File: config.mk
export PLATFORM = sky130hd
export DESIGN_NAME = priority_select_queue
export DESIGN_NICKNAME = d
export VERILOG_FILES = /design/src/sv/psq_pkg.sv /design/src/sv/psq_cell.sv /design/src/sv/priority_select_queue.sv
export SDC_FILE = /design/constraint.sdc
export NUM_CORES = 1
export LEC_CHECK = 0
export BUFFER_PORTS_ARGS = -buffer_cell sky130_fd_sc_hd__clkbuf_2
export CORE_MARGIN = 5
export CORE_UTILIZATION = 35
export DETAILED_ROUTE_END_ITERATION = 7
export GPL_TIMING_DRIVEN = 0
export PLACE_DENSITY = 0.6
export SYNTH_ARGS = -nofsm -noshare
export SYNTH_HDL_FRONTEND = slang
export SYNTH_SLANG_ARGS = --single-unit
export TNS_END_PERCENT = 100
File: constraint.sdc
create_clock -name clk -period 4.05 [get_ports clk]
set_clock_uncertainty 0.05 [all_clocks]
set_input_delay 0.405 -clock clk [delete_from_list [all_inputs] [get_ports clk]]
set_output_delay 0.405 -clock clk [all_outputs]
set_load 0.005 [all_outputs]
File: src/sv/psq_pkg.sv
// package for the priority select queue
// holds item and result structs, operation and status codes, controller states
// depended on by psq_cell and priority_select_queue

package psq_pkg;

	localparam int DEPTH_DEF = 16;
	localparam int ID_W      = 16;
	localparam int PRI_W     = 8;
	localparam int BIT_W     = $clog2(PRI_W);
	localparam int OCC_W     = 5;

	typedef enum logic [1:0] {
		OP_ENQUEUE     = 2'd0,
		OP_DEQ_OLDEST  = 2'd1,
		OP_DEQ_HIGHEST = 2'd2
	} op_t;

	typedef enum logic [1:0] {
		ST_OK        = 2'd0,
		ST_OVERFLOW  = 2'd1,
		ST_UNDERFLOW = 2'd2
	} status_t;

	typedef enum logic [1:0] {
		S_IDLE,
		S_SCAN,
		S_PICK,
		S_SHIFT
	} psq_state_t;

	typedef struct packed {
		op_t              operation;
		logic [ID_W-1:0]  proc_id;
		logic [PRI_W-1:0] priority_in;
	} item_t;

	typedef struct packed {
		status_t          status;
		logic [ID_W-1:0]  out_id;
		logic [PRI_W-1:0] out_priority;
		logic [OCC_W-1:0] occupancy;
	} result_t;

	typedef struct packed {
		logic [ID_W-1:0]  id;
		logic [PRI_W-1:0] pri;
	} entry_t;

	// broadcast control from the sequencer to every cell
	typedef struct packed {
		logic             write_en;
		entry_t           wr_entry;
		logic             init_all;
		logic             init_first;
		logic             scan;
		logic             scan_any;
		logic [BIT_W-1:0] bit_idx;
		logic             pick;
		logic             shift;
	} cell_ctrl_t;

endpackage

File: src/sv/psq_cell.sv
// one storage cell of the priority select queue row
// holds an entry plus candidate and shift flags, chained to its neighbours
// depends on psq_pkg

module psq_cell #(
	parameter int CW    = 5,
	parameter int INDEX = 0
) (
	input  logic                clk,
	input  logic                arst_n,
	input  psq_pkg::cell_ctrl_t ctrl,
	input  logic [CW-1:0]       count,
	input  psq_pkg::entry_t     next_entry,
	input  logic                before_in,
	output logic                before_out,
	output logic                scan_bit,
	output psq_pkg::entry_t     entry,
	output psq_pkg::entry_t     sel_entry
);

	psq_pkg::entry_t ent_q;
	logic            alive_q;
	logic            shift_q;
	logic            occ;

	assign occ        = CW'(INDEX) < count;
	assign scan_bit   = alive_q & ent_q.pri[ctrl.bit_idx];
	assign before_out = before_in | alive_q;
	assign entry      = ent_q;
	assign sel_entry  = alive_q ? ent_q : '0;

	// entry payload, no reset
	always_ff @(posedge clk) begin
		if (ctrl.write_en && count == CW'(INDEX)) begin
			ent_q <= ctrl.wr_entry;
		end else if (ctrl.shift && shift_q) begin
			ent_q <= next_entry;
		end
	end

	always_ff @(posedge clk or negedge arst_n) begin
		if (!arst_n) begin
			alive_q <= 1'b0;
			shift_q <= 1'b0;
		end else begin
			if (ctrl.init_all) begin
				alive_q <= occ;
			end else if (ctrl.init_first) begin
				alive_q <= (INDEX == 0);
			end else if (ctrl.scan) begin
				// drop candidates lacking this bit when some candidate has it
				if (ctrl.scan_any) begin
					alive_q <= scan_bit;
				end
			end else if (ctrl.pick) begin
				// keep only the oldest remaining candidate
				alive_q <= alive_q & ~before_in;
				shift_q <= before_in | alive_q;
			end
		end
	end

endmodule

File: src/sv/priority_select_queue.sv
// top level of the priority select queue: sequencer and row of storage cells
// depends on psq_pkg and psq_cell

// Command-driven queue of up to DEPTH (identifier, priority) entries kept in
// arrival order, cell 0 holding the oldest. A command transfer happens on a
// clock edge with start high and busy low; each command gives exactly one
// result, shown on result for a single cycle with done high. The receiver
// cannot hold results off, so capture result whenever done is high.
// Timing: enqueue and the unused operation code never leave idle, so busy never
// rises and the result appears the cycle after the transfer. Dequeue of the
// oldest entry passes through pick, then shift of the row. Dequeue of the
// highest priority passes through scan, pick and shift: the maximum is found one
// priority bit per cycle, most significant first, by a wide OR over the
// candidate flags of all cells; then the oldest surviving candidate is picked
// along the cell chain and the row behind it closes up by one cell.
// Dequeue on an empty queue and enqueue on a full one also answer from idle.
// occupancy is the entry count after the command, truncated to five bits.

module priority_select_queue #(
	parameter int DEPTH = psq_pkg::DEPTH_DEF
) (
	input  logic             clk,
	input  logic             arst_n,
	input  logic             start,
	output logic             busy,
	input  psq_pkg::item_t   cmd,
	output logic             done,
	output psq_pkg::result_t result
);

	localparam int CW = $clog2(DEPTH + 1);

	psq_pkg::psq_state_t state_q, state_d;
	logic [psq_pkg::BIT_W-1:0] bit_q, bit_d;
	logic [CW-1:0]             count_q, count_d;
	logic                      done_q, done_d;
	psq_pkg::result_t          result_q, result_d;
	psq_pkg::cell_ctrl_t       ctrl;

	// chain wiring between cells
	logic [DEPTH:0]            before_w;
	logic [DEPTH-1:0]          scan_bits;
	psq_pkg::entry_t           entry_w   [DEPTH];
	psq_pkg::entry_t           sel_w     [DEPTH];
	psq_pkg::entry_t           sel_entry;
	logic                      full;

	assign busy   = (state_q != psq_pkg::S_IDLE);
	assign done   = done_q;
	assign result = result_q;
	assign full   = (count_q == CW'(DEPTH));

	assign before_w[0] = 1'b0;

	genvar gi;
	generate
		for (gi = 0; gi < DEPTH; gi++) begin : g_cell
			psq_pkg::entry_t nxt;
			if (gi == DEPTH - 1) begin : g_last
				assign nxt = '0;
			end else begin : g_mid
				assign nxt = entry_w[gi+1];
			end
			psq_cell #(
				.CW    (CW),
				.INDEX (gi)
			) u_cell (
				.clk        (clk),
				.arst_n     (arst_n),
				.ctrl       (ctrl),
				.count      (count_q),
				.next_entry (nxt),
				.before_in  (before_w[gi]),
				.before_out (before_w[gi+1]),
				.scan_bit   (scan_bits[gi]),
				.entry      (entry_w[gi]),
				.sel_entry  (sel_w[gi])
			);
		end
	endgenerate

	// the selected cell is one-hot during shift, so an OR gathers it
	always_comb begin
		sel_entry = '0;
		for (int i = 0; i < DEPTH; i++) begin
			sel_entry = sel_entry | sel_w[i];
		end
	end

	always_ff @(posedge clk or negedge arst_n) begin
		if (!arst_n) begin
			state_q <= psq_pkg::S_IDLE;
			bit_q   <= '0;
			count_q <= '0;
			done_q  <= 1'b0;
		end else begin
			state_q <= state_d;
			bit_q   <= bit_d;
			count_q <= count_d;
			done_q  <= done_d;
		end
	end

	// result payload, no reset
	always_ff @(posedge clk) begin
		if (done_d) begin
			result_q <= result_d;
		end
	end

	always_comb begin
		state_d  = state_q;
		bit_d    = bit_q;
		count_d  = count_q;
		done_d   = 1'b0;
		result_d = '0;
		result_d.status    = psq_pkg::ST_OK;
		result_d.occupancy = psq_pkg::OCC_W'(count_q);

		ctrl            = '0;
		ctrl.wr_entry   = '{id: cmd.proc_id, pri: cmd.priority_in};
		ctrl.bit_idx    = bit_q;
		ctrl.scan_any   = |scan_bits;

		case (state_q)
			psq_pkg::S_IDLE: begin
				if (start) begin
					case (cmd.operation)
						psq_pkg::OP_ENQUEUE: begin
							done_d = 1'b1;
							if (full) begin
								result_d.status = psq_pkg::ST_OVERFLOW;
							end else begin
								// tail cell takes the new entry
								ctrl.write_en      = 1'b1;
								count_d            = CW'(count_q + 1'b1);
								result_d.occupancy = psq_pkg::OCC_W'(count_d);
							end
						end
						psq_pkg::OP_DEQ_OLDEST: begin
							if (count_q == '0) begin
								done_d          = 1'b1;
								result_d.status = psq_pkg::ST_UNDERFLOW;
							end else begin
								ctrl.init_first = 1'b1;
								state_d         = psq_pkg::S_PICK;
							end
						end
						psq_pkg::OP_DEQ_HIGHEST: begin
							if (count_q == '0) begin
								done_d          = 1'b1;
								result_d.status = psq_pkg::ST_UNDERFLOW;
							end else begin
								// every held entry starts as a candidate
								ctrl.init_all = 1'b1;
								bit_d         = psq_pkg::BIT_W'(psq_pkg::PRI_W - 1);
								state_d       = psq_pkg::S_SCAN;
							end
						end
						default: begin
							// unused code: no change, report current count
							done_d = 1'b1;
						end
					endcase
				end
			end
			psq_pkg::S_SCAN: begin
				// one priority bit per cycle, most significant first
				ctrl.scan = 1'b1;
				bit_d     = bit_q - 1'b1;
				if (bit_q == '0) begin
					state_d = psq_pkg::S_PICK;
				end
			end
			psq_pkg::S_PICK: begin
				// oldest candidate found along the before chain
				ctrl.pick = 1'b1;
				state_d   = psq_pkg::S_SHIFT;
			end
			psq_pkg::S_SHIFT: begin
				// hand out the picked entry and close the gap behind it
				ctrl.shift            = 1'b1;
				count_d               = count_q - 1'b1;
				done_d                = 1'b1;
				result_d.out_id       = sel_entry.id;
				result_d.out_priority = sel_entry.pri;
				result_d.occupancy    = psq_pkg::OCC_W'(count_d);
				state_d               = psq_pkg::S_IDLE;
			end
			default: begin
				state_d = psq_pkg::S_IDLE;
			end
		endcase
	end

endmodule
=== Word-level counts from Yosys, hierarchy flattened ===
Index checks and enable logic that the tools add are counted.

* Flip-flop bits (word level): 458
* Input bits: 29
* Output and inout bits: 33
* Word-level logic and storage cells: 457

* $add $sub $neg: 3
* Magnitude comparators: 17
* Equality and inequality tests: 29
* Muxes and demuxes: 192
* Bitwise operators: 79
* Reduce and logical (&&, ||, !) cells: 65

{| class="wikitable"
|+ Operators by type and width
! cell !! count
|-
| $mux 24 || 48
|-
| $or 24x24->24 || 15
|-
| $mux 1 || 109
|-
| $bmux 1 s3 || 16
|-
| $eq 5x4->1 const B || 8
|-
| $lt 4x5->1 const A || 8
|-
| $reduce_bool 2->1 || 18
|-
| $logic_and 1x1->1 || 32
|-
| $and 1x1->1 || 31
|-
| $eq 5x3->1 const B || 4
|-
| $lt 3x5->1 const A || 4
|-
| $not 1->1 || 18
|-
| $reduce_or 16->1 || 1
|-
| $mux 5 || 3
|-
| $or 1x1->1 || 15
|-
| $mux 2 || 7
|-
| $eq 5x2->1 const B || 2
|-
| $lt 1x5->1 const A || 2
|-
| $lt 2x5->1 const A || 2
|-
| $pmux 5 s2 || 1
|-
| $mux 3 || 3
|-
| $pmux 2 s2 || 2
|-
| $pmux 2 s4 || 1
|-
| $reduce_and 4->1 || 2
|-
| 23 further kinds || 33
|}

=== Logic depth before layout (Yosys ltp) ===
Gate-level depths: netlist of run 1.

* Depth in word-level cells: 20
* Gate-level depth with buffers: 12
* Gate-level depth less buffers: 8

=== Cells and area by module ===
From an unflattened synthesis of run 1, not the netlist that was laid out.

* Cells, all modules: 1,960
* Area, all modules: 26,223.9 sq um

{| class="wikitable"
|+ By module, submodules not included
! module !! times used !! cells an instance !! area an instance (sq um) !! sequential area each (sq um)
|-
| priority_select_queue || 1 || 264 || 2,675.1 || 1,206.2
|-
| psq_cell at g_cell[15].u_cell || 1 || 106 || 1,531.5 || 770.7
|-
| psq_cell at g_cell[10].u_cell || 1 || 111 || 1,529.0 || 770.7
|-
| psq_cell at g_cell[12].u_cell || 1 || 108 || 1,515.2 || 770.7
|-
| psq_cell at g_cell[1].u_cell || 1 || 107 || 1,512.7 || 770.7
|-
| psq_cell at g_cell[6].u_cell || 1 || 103 || 1,501.4 || 770.7
|-
| psq_cell at g_cell[13].u_cell || 1 || 107 || 1,500.2 || 770.7
|-
| psq_cell at g_cell[11].u_cell || 1 || 108 || 1,496.4 || 770.7
|-
| psq_cell at g_cell[4].u_cell || 1 || 104 || 1,487.7 || 770.7
|-
| psq_cell at g_cell[0].u_cell || 1 || 100 || 1,468.9 || 770.7
|-
| psq_cell at g_cell[8].u_cell || 1 || 106 || 1,442.6 || 770.7
|-
| psq_cell at g_cell[9].u_cell || 1 || 107 || 1,440.1 || 770.7
|-
| psq_cell at g_cell[5].u_cell || 1 || 105 || 1,437.6 || 770.7
|-
| psq_cell at g_cell[2].u_cell || 1 || 106 || 1,435.1 || 770.7
|-
| +3 rows || - || - || - || -
|}

=== Worst setup path before layout of run 1 ===
Ideal clock, no wire load.

* Kind: flip-flop to flip-flop
* Start point: register count_q[1]
* End point: register result_q (netlist bit result[0]), enable pin
* Setup time: 0.420 ns
* Arrival time: 3.105 ns
* Data required time: 3.580 ns
* Setup slack: 0.475 ns
* Stages on the path, launching flop included: 9
* Path buffers: 2
* Period minus slack after synthesis: 3.575 ns
* Cell sequence: dfrtp_1 -> clkbuf_1 -> inv_1 -> ha_1 -> clkbuf_1 -> or4b_1 -> a21oi_1 -> nor2_1 -> nor2_1

* Cells in the longest elaborated chain, start to end: 5

{| class="wikitable"
|+ RTL lines
! item !! line !! source
|-
| start, declared || priority_select_queue.sv:35 || <nowiki>logic [CW-1:0] count_q, count_d;</nowiki>
|-
| start signal, assigned || priority_select_queue.sv:99 || <nowiki>count_q <= count_d;</nowiki>
|-
| $logic_not 5->1 || priority_select_queue.sv:141, priority_select_queue.sv:150 ||
|-
| $mux 1 || priority_select_queue.sv:141, priority_select_queue.sv:150 ||
|-
| $mux 1 || - ||
|-
| $mux 1 || priority_select_queue.sv:127 || <nowiki>if (start) begin</nowiki>
|-
| $pmux 1 s2 || priority_select_queue.sv:125 || <nowiki>case (state_q)</nowiki>
|-
| named net done_d || priority_select_queue.sv:36 || <nowiki>logic done_q, done_d;</nowiki>
|-
| end signal, assigned || priority_select_queue.sv:107 || <nowiki>result_q <= result_d;</nowiki>
|-
| end, declared || priority_select_queue.sv:37 || <nowiki>psq_pkg::result_t result_q, result_d;</nowiki>
|}

The timed path passes the listed nets, and every way through them passes these cells.
A chain may end at the register's enable or synchronous reset.

=== Worst setup path in the final report of run 1 ===
* Start point: register state_q[0]
* End point: register g_cell[14].u_cell.ent_q (netlist bit g_cell[14].u_cell.entry[0]), enable pin

* Cells in the longest elaborated chain, start to end: 4
* Elaborated cells between the ends (all ways): 7
* Those cells by class: 1 x eq/ne; 2 x mux; 4 x reduce/logical

{| class="wikitable"
|+ RTL lines
! item !! line !! source
|-
| start, declared || priority_select_queue.sv:33 || <nowiki>psq_pkg::psq_state_t state_q, state_d;</nowiki>
|-
| start signal, assigned || priority_select_queue.sv:92 || <nowiki>state_q <= psq_pkg::S_IDLE;</nowiki>
|-
| start signal, assigned || priority_select_queue.sv:97 || <nowiki>state_q <= state_d;</nowiki>
|-
| $eq 2x2->1 or $logic_not 2->1 (tied branches) || priority_select_queue.sv:125 ||
|-
| $mux 1 || priority_select_queue.sv:125 ||
|-
| $logic_and 1x1->1, on equally long branches || psq_cell.sv:36, psq_cell.sv:34 ||
|-
| $reduce_bool 2->1 (no source line) * || - ||
|-
| end signal, assigned || psq_cell.sv:35 || <nowiki>ent_q <= ctrl.wr_entry;</nowiki>
|-
| end signal, assigned || psq_cell.sv:37 || <nowiki>ent_q <= next_entry;</nowiki>
|-
| end, declared || psq_cell.sv:21 || <nowiki>psq_pkg::entry_t ent_q;</nowiki>
|}

Every way passes the cells marked *; elsewhere a longest branch is shown, timed or not.

==> results of run 1 <==
[synth_stat cells (4+ instances only)]
cell      count
a21o_1        9
a21oi_1      20
a221oi_1     37
a22o_1       36
a22oi_1     133
a31oi_1       6
and2_1       36
and3_1        4
buf_1        20
buf_6         4
clkbuf_1    117
dfrtp_1      43
edfxtp_1    415
ha_1         16
inv_1        18
mux2_2      367
mux2i_1       9
mux4_1        7
mux4_2       21
nand2_1      72
nand3_1      46
nand4_1      15
nor2_1       44
nor2b_1      15
nor3_1       13
o211ai_1      4
o21a_1       27
o21ai_0      27
o22ai_1       5
o31ai_1       5
or2_2         4
[power groups by stage]
stage | clock network, W | registers [W] | logic [W]
global placement | 0 | 0.00783 | 0.00689
floorplan | 0 | 0.00743 | 0.00411
CTS | 0.00466 | 0.00769 | 0.00733
global route | 0.00484 | 0.00781 | 0.00781
finish | 0.00465 | 0.00774 | 0.00759
detailed placement | 0 | 0.00776 | 0.00729
[metrics by stage]
stage / setup slack, ns / hold WS [ns]
global placement: -1.73 / 0.416
global route: 0.00128 / 0.150
detailed placement: -0.681 / 0.425
finish: -0.00537 / 0.158
CTS: -0.0303 / 0.122
floorplan: 0.475 / 0.0594
[flip-flops by register name, summed over array words and instances (netlist names)]
signal,flops
g_cell.u_cell.shift_q,16
result,31
g_cell.u_cell.entry,384
count_q,5
done,1
g_cell.u_cell.alive_q,16
state_q,2
bit_q,3
[cell type report]
cell class / instances / share of cell area
Sequential cell: 458 / 0.509
Multi-Input combinational cell: 1025 / 0.339
Clock buffer: 77 / 0.0536
Tap cell: 864 / 0.0406
Timing Repair Buffer: 80 / 0.0256
Buffer: 143 / 0.0222
Clock inverter: 13 / 0.00677
Inverter: 21 / 0.00296
Antenna cell: 1 / 0.0000941
[worst register-to-register path, stage by stage, from the launching register on]
cell and delay, ns:
dfrtp_1 0.40, inv_1 0.15, ha_1 0.26, nand3_1 0.29
nor3_1 0.45, nand2_1 0.68, clkbuf_2 0.63, nand2_2 0.60
buf_16 0.24
[layer usage]
metal / GRT usage / up-vias / routed length [um]
met2: 0.395 / 1458 / 41800
met3: 0.0718 / 299 / 12800
li1: - / 6798 / -
met1: 0.357 / 8921 / 36800
met5: 0 / - / 11
met4: 0.124 / 2 / 5740
[path summary, 6_finish.rpt]
kind / cells past startpoint / start / slack (ns) / end
setup / recovery: 8 / state_q[0] / -0.005 / g_cell[14].u_cell.entry[0]
hold / removal: 2 / cmd[16] / 0.16 / g_cell[3].u_cell.entry[16]
setup reg to reg: 8 / state_q[0] / -0.005 / g_cell[14].u_cell.entry[0]
hold reg to reg: 2 / g_cell[1].u_cell.shift_q / 0.44 / g_cell[1].u_cell.shift_q
max in group asynchronous: 2 / arst_n / 2.69 / done
min in group asynchronous: 2 / arst_n / 0.52 / count_q[3]
[logic make-up (layout without fill, tap and decap cells)]
logic type,Yosys count,count (layout),synth area share
flip-flops,458,458,0.585
multiplexers,404,404,0.211
AO/OA/AOI/OAI,343,343,0.111
AND/OR/NAND/NOR,262,262,0.0561
buffers and inverters,164,334,0.0281
adder cells (fa/ha/maj),16,16,0.00865
other,0,1,0
[repair_timing]
action                                  CTS  global route
gates resized for setup                  12            17
endpoints found under the hold margin    22             0
endpoints found under the setup margin  186           137
hold buffers                              1             0
==> qor.csv, run 1 <==
stage,metric,value,unit
outcome,outcome,finished with violations,
outcome,failing checks,"max-capacitance violations, max-slew violations, negative setup slack",
synthesis,Yosys warning total,0,
sta,Relative slew margins,-0.0643,
finish,"leading cell type in the layout, fill and taps excluded",edfxtp_1,
setup_path,"Req. time, crit path",4.31,ns
sta,setup violators final,5,
flow_run,Max-Cap Viols,5,
global_route,largest net degree at the start of global routing,44,
clocking,TritonCTS clock tree,built,
power,sequential fraction of design power,0.387,
finish,Post-Layout Cell Count,2682,
clocking,Sinks on Clock Net,458,
power,total power,0.0200,W
floorplanning,site row count,94,
route,Via Count,17500,
sta,fmax,247,MHz
setup_path,crit path capture type,register,
setup_path,"delay-heaviest family, CP",simple AND/OR/NAND/NOR gates,
synthesis,Synth top area share,0.539,
route,final WL,97200,um
synthesis,async set or reset register ratio after synthesis,0.0939,
power,Peak supply drop,0.441,mV
sta,setup TNS,-0.0157,ns
power,Switching Fraction,0.394,
global_route,total grt overflow,0,
placed_design,Placed Area,24900,um2
sta,Final Hold Viols,0,
power,pwr/cell area,751,nW/um2
clocking,Root Buffer,clkbuf_16,
sta,Final Max Tran Viols,33,
setup_path,worst-path maximum fanout,13,
setup_path,worst path cell trace,"inv_1, ha_1, nand3_1, nor3_1, nand2_1, clkbuf_2, nand2_2, buf_16",
sta,final setup margin,-0.00537,ns
setup_path,Worst Path Arrival,4.32,ns
sta,Tcrit/Tclk final,1.00,
finish,Sequential cell area,13500,um2
placed_design,gpl congestion,0.967,
power,Comb pwr share,0.380,
synthesis,number of synthesized flops with an enable pin,415,
finish,most frequent cells in the layout,"edfxtp_1 (415), mux2_2 (367), a22oi_1 (133)",
global_route,global-route wire length before repair,133000,um
finish,ratio of cells with drive above 1 in the final layout,0.321,
synthesis,Mapped Nets,1692,
finish,Final nets,1825,
power,clock share of power,0.232,
placed_design,placed cell count,2590,
power,sw power,0.00787,W
placed_design,HPWL after detailed placement,62500,um
route,initial DRC count,2954,
route,DRC,0,
setup_path,critical path's slowest cell,nand2_1,
route,via/cell ratio,6.52,
route,ANT nets after route,0,
floorplanning,Starting Density,0.353,
route,First-pass DRT Iterations,6,
floorplanning,die width,267,um
sta,RSZ-0062 raised after global routing,false,
synthesis,mapped cell area,23100,um2
floorplanning,DIE HEIGHT,267,um
sta,worst slew pin tran,1.60,ns
synthesis,ranking of synthesized cells by area,"edfxtp_1 (54%), mux2_2 (18%), dfrtp_1 (4.6%), a22oi_1 (4.3%), mux4_2 (2.0%)",
power,Pint,0.0121,W
finish,Synth-to-Final Area Change,15.0,%
finish,Layout fillers,6151,
global_route,vias in the first global route,17000,
clocking,clk_lat worst skew,0.62,ns
route,Avg WL per Cell,36.2,um
clocking,clk buf depth,3,
synthesis,Synth Area per Inst,14.1,um2
synthesis,Synth Instances,1647,
power,Lkg Pwr,9.01,nW
clocking,CTS H-tree lvls,2,
synthesis,post-synthesis cell type count,66,
floorplanning,Core Box Area,65600,um2
synthesis,Post-synth top flop,edfxtp_1,
clocking,clock slew at reported path FFs,0.06,ns
clocking,clock buffer count from CTS,51,
finish,Util after Layout,0.405,
synthesis,largest area contributor in the netlist,edfxtp_1,
floorplanning,Ports,62,
finish,Multi-input gate area,9030,um2
clocking,"Setup Fix Bufs, Post-CTS",0,
sta,fin crit period,4.06,ns
global_route,GRT Overall Usage,0.264,
hold_path,Hold Crit Class,in2reg,
finish,post-route cell area,26600,um2
setup_path,critical path class,reg2reg,
placed_design,Buffers on Ports,61,
synthesis,flop and latch count out of synthesis,458,
floorplanning,total die area,71400,um2
synthesis,sequential fraction of the synthesis area,0.585,
setup_path,"Largest stage delay, worst path",0.68,ns
global_route,initial antenna violation count,3,
setup_path,Worst setup SP type,register,
setup_path,CP Buf/Inv Count,3,
(Power assumes the default switching activity.)
==> inputs of run 2 (changes only) <==
Settings changed: CORE_UTILIZATION 35 to 50, PLACE_DENSITY 0.6 to 0.76, SYNTH_HIERARCHICAL from default to 1, TNS_END_PERCENT 100 to default.
==> run 2 against run 1 <==
Effect of this change: the run ends with negative setup slack left; combinational power grew 16%; global-route usage shrank 1.0 points; clock power shrank 6.2%; area after synthesis grew 13%; non-clock buffer count shrank 44; clock-buffer cell count shrank 19; sequential share of layout area shrank 5.0 points; hold slack lost 0.16 ns; cell count grew 6.4%; largest cell class unchanged.
==> qor.csv, run 2 <==
stage,metric,value,unit,change
finish,Multi-input gate area,12200,um2,was 9030 um2
sta,setup TNS,-3.30,ns,was -0.0157 ns
finish,Sequential cell area,13600,um2,"was 13,500 um2"
route,First-pass DRT Iterations,5,,was 6
synthesis,mapped cell area,26200,um2,"was 23,100 um2"
synthesis,largest area contributor in the netlist,edfxtp_1,,unchanged
global_route,initial antenna violation count,0,,was 3
floorplanning,Starting Density,0.502,,was 0.353
route,Avg WL per Cell,26.0,um,was 36.2 um
power,Lkg Pwr,11.4,nW,was 9.01 nW
clocking,Sinks on Clock Net,458,,unchanged
placed_design,Buffers on Ports,60,,was 61
outcome,failing checks,negative setup slack,,"was max-capacitance violations, max-slew violations, negative setup slack"
sta,final setup margin,-0.710,ns,was -0.00537 ns
synthesis,Commonest cells post-synth,"edfxtp_1 (415), and2_1 (385), mux2_2 (223), mux2_4 (171), nor4_1 (101)",,"was edfxtp_1 (415), mux2_2 (367), a22oi_1 (133), clkbuf_1 (117), nand2_1 (72)"
clocking,clock slew at reported path FFs,0.06,ns,about the same
synthesis,Post-synth top flop,edfxtp_1,,unchanged
sta,setup violators final,8,,was 5
finish,ratio of cells with drive above 1 in the final layout,0.313,,was 0.321
global_route,GRT Overall Usage,0.253,,was 0.264
global_route,total grt overflow,0,,unchanged
setup_path,worst-path maximum fanout,3,,was 13
route,via/cell ratio,6.14,,was 6.52
synthesis,"count leader, synth",edfxtp_1,,unchanged
floorplanning,total die area,57100,um2,"was 71,400 um2"
synthesis,async set or reset register ratio after synthesis,0.0939,,unchanged
setup_path,r2r startpoint,g_cell[0].u_cell/alive_q,,was state_q[0]
setup_path,crit path capture type,register,,unchanged
floorplanning,Ports,62,,unchanged
clocking,CTS H-tree lvls,2,,unchanged
setup_path,crit path capture,g_cell[15].u_cell/alive_q,,was g_cell[14].u_cell.entry[0]
power,clock share of power,0.194,,was 0.232
route,ANT nets after route,0,,unchanged
clocking,Hold Buf Count CTS,0,,was 1
setup_path,flop-to-flop setup slack,-0.71,ns,was -0.005 ns
setup_path,worst path cell trace,"or2_4, or2_4, or2_4, or2_4, or2_4, or2_4, or2_4, or2_4, or2_4, or2_4, or2_4, or2_4, or2_4, or2_4, or2_4, inv_2, o21ai_2, o41ai_2, o21bai_1",,"was inv_1, ha_1, nand3_1, nor3_1, nand2_1, clkbuf_2, nand2_2, buf_16"
sta,Final Max Tran Viols,0,,was 33
clocking,clock buffer count from CTS,49,,was 51
power,pwr/cell area,762,nW/um2,was 751 nW/um2
finish,Layout fillers,4103,,"was 6,151"
synthesis,number of synthesized flops with an enable pin,415,,unchanged
setup_path,most frequent CP cell,or2_4,,
placed_design,HPWL after detailed placement,50900,um,"was 62,500 um"
placed_design,gpl congestion,0.905,,was 0.967
floorplanning,Core Box Area,52200,um2,"was 65,600 um2"
finish,"leading cell type in the layout, fill and taps excluded",edfxtp_1,,unchanged
sta,Final Hold Viols,0,,unchanged
finish,Largest register FFs,384,,unchanged
placed_design,Placed Area,27700,um2,"was 24,900 um2"
floorplanning,DIE HEIGHT,239,um,was 267 um
global_route,largest net degree at the start of global routing,62,,was 44
floorplanning,site row count,84,,was 94
global_route,global-route wire length before repair,111000,um,"was 133,000 um"
sta,RSZ-0062 raised after global routing,true,,was false
flow_run,Max-Cap Viols,0,,was 5
setup_path,Critical Path Source,g_cell[0].u_cell/alive_q,,was state_q[0]
finish,Final nets,2171,,"was 1,825"
power,total power,0.0225,W,was 0.0200 W
outcome,outcome,finished with violations,,unchanged
power,sequential fraction of design power,0.416,,was 0.387
finish,Synth-to-Final Area Change,12.6,%,was 15.0%
finish,post-route cell area,29500,um2,"was 26,600 um2"
synthesis,post-synthesis cell type count,85,,was 66
floorplanning,die width,239,um,was 267 um
setup_path,FF-to-FF End,g_cell[15].u_cell/alive_q,,was g_cell[14].u_cell.entry[0]
route,initial DRC count,1887,,"was 2,954"
synthesis,Synth Instances,1960,,"was 1,647"
synthesis,Synth Area per Inst,13.4,um2,was 14.1 um2
sta,Tcrit/Tclk final,1.18,,was 1.00
clocking,clk buf depth,3,,unchanged
setup_path,critical path class,reg2reg,,unchanged
power,sw power,0.00837,W,was 0.00787 W
sta,fin crit period,4.76,ns,was 4.06 ns
synthesis,Synth top area share,0.475,,was 0.539
power,Comb pwr share,0.390,,was 0.380
setup_path,Worst setup SP type,register,,unchanged
global_route,vias in the first global route,17700,,"was 17,000"
hold_path,Hold Crit Class,in2async,,was in2reg
route,Via Count,17500,,about the same
power,Switching Fraction,0.372,,was 0.394
setup_path,"Largest stage delay, worst path",0.43,ns,was 0.68 ns
finish,ANT cells,0,,was 1
sta,fmax,210,MHz,was 247 MHz
placed_design,pre-CTS WS,-1.26,ns,was -0.681 ns
synthesis,sequential fraction of the synthesis area,0.516,,was 0.585
finish,most frequent cells in the layout,"edfxtp_1 (415), and2_1 (385), mux2_2 (220)",,"was edfxtp_1 (415), mux2_2 (367), a22oi_1 (133)"
sta,worst slew pin tran,1.25,ns,was 1.60 ns
clocking,TritonCTS clock tree,built,,unchanged
power,Pint,0.0141,W,was 0.0121 W
setup_path,Worst R2R Path Depth,19,,was 8
route,final WL,74200,um,"was 97,200 um"
route,DRC,0,,unchanged
setup_path,Worst Path Arrival,5.24,ns,was 4.32 ns
synthesis,flop and latch count out of synthesis,458,,unchanged
synthesis,Yosys warning total,6,,was 0
power,Peak supply drop,0.374,mV,was 0.441 mV
sta,Relative slew margins,0.165,,was -0.0643
setup_path,critical path's slowest cell,dfrtp_2,,was nand2_1
setup_path,"Req. time, crit path",4.53,ns,was 4.31 ns
clocking,clk_lat worst skew,0.61,ns,was 0.62 ns
synthesis,ranking of synthesized cells by area,"edfxtp_1 (48%), mux2_4 (9.8%), mux2_2 (9.6%), and2_1 (9.2%), dfrtp_1 (4.1%)",,"was edfxtp_1 (54%), mux2_2 (18%), dfrtp_1 (4.6%), a22oi_1 (4.3%), mux4_2 (2.0%)"
clocking,Root Buffer,clkbuf_16,,unchanged
==> run 2: cell types whose count changed after synthesis, sizes merged, moves of 36 or more <==
cell / previous run / this run
and2: 36 / 385
a22oi: 133 / 1
clkbuf: 117 / 50
a22o: 36 / 0
mux2: 367 / 407
mux2i: 9 / 49
nor4: 1 / 104
a221oi: 37 / 0
==> run 2: final cells by class <==
class	instances	share of cell area
sequential	458	0.459
multi-input combinational	1406	0.412
clock buffer	58	0.0427
tap	688	0.0292
timing repair buffer	94	0.0232
buffer	85	0.0203
clock inverter	29	0.00856
inverter	36	0.00458
==> run 2: worst min-delay path by stage <==
| stage | cells past startpoint | slack, ns | endpoint | from |
|---|---|---|---|---|
| after floorplan | 0 | 0.06 | bit_q[0] | arst_n |
| after global placement | 1 | 0.44 | g_cell[6].u_cell/shift_q | g_cell[6].u_cell/shift_q |
| after detailed placement | 1 | 0.45 | g_cell[6].u_cell/shift_q | g_cell[6].u_cell/shift_q |
| after CTS | 1 | 0.002 | g_cell[1].u_cell/shift_q | arst_n |
| after global routing | 1 | 0.08 | count_q[0] | arst_n |
| final | 1 | 0.002 | count_q[4] | arst_n |
==> run 2: metrics by stage <==
stage                     utilization  cells  hold slack [ns]
after global routing            0.565   2854           0.0785
after CTS                       0.564   2850          0.00233
after global placement          0.527   2733            0.437
final                           0.565   2854          0.00153
after detailed placement        0.531   2741            0.446
after floorplan                     -   1985           0.0594
==> run 2: kinds of logic (layout without fill, tap and decap cells) <==
logic type,after synthesis,after routing,synth area share
flip-flops,458,458,0.516
buffers and inverters,121,302,0.0280
other,1,26,0.000143
multiplexers,461,461,0.222
AND/OR/NAND/NOR,758,758,0.186
adder cells (fa/ha/maj),12,12,0.00573
AO/OA/AOI/OAI,149,149,0.0414
==> run 2: critical path: cells and delay by family, from the launching register on <==
kind                   cells  cell delay (ns)
AND/OR/NAND/NOR           15             3.66
AO/OA/AOI/OAI              3             0.48
flip-flops                 1             0.43
buffers and inverters      1             0.06
==> run 2: layer usage <==
| layer | wire length (um) | track usage |
|---|---|---|
| met5 | 0 | 0 |
| met4 | 3110 | 0.0977 |
| met3 | 5310 | 0.0365 |
| met2 | 35800 | 0.425 |
| met1 | 29900 | 0.335 |
==> run 2: power by group through the flow <==
| stage | Sequential, W | Clock [W] | Combinational (W) |
|---|---|---|---|
| final | 0.00935 | 0.00436 | 0.00878 |
| after global placement | 0.00946 | 0 | 0.00780 |
| after detailed placement | 0.00944 | 0 | 0.00827 |
| after global routing | 0.00956 | 0.00462 | 0.00924 |
| after floorplan | 0.00893 | 0 | 0.00549 |
| after CTS | 0.00934 | 0.00442 | 0.00854 |
==> run 2: repair_timing <==
| action | in CTS | in global routing |
|---|---|---|
| pin swaps | 8 | 3 |
| buffers inserted | 22 | 4 |
| endpoints found under the setup margin | 626 | 139 |
| resized for setup | 17 | 12 |
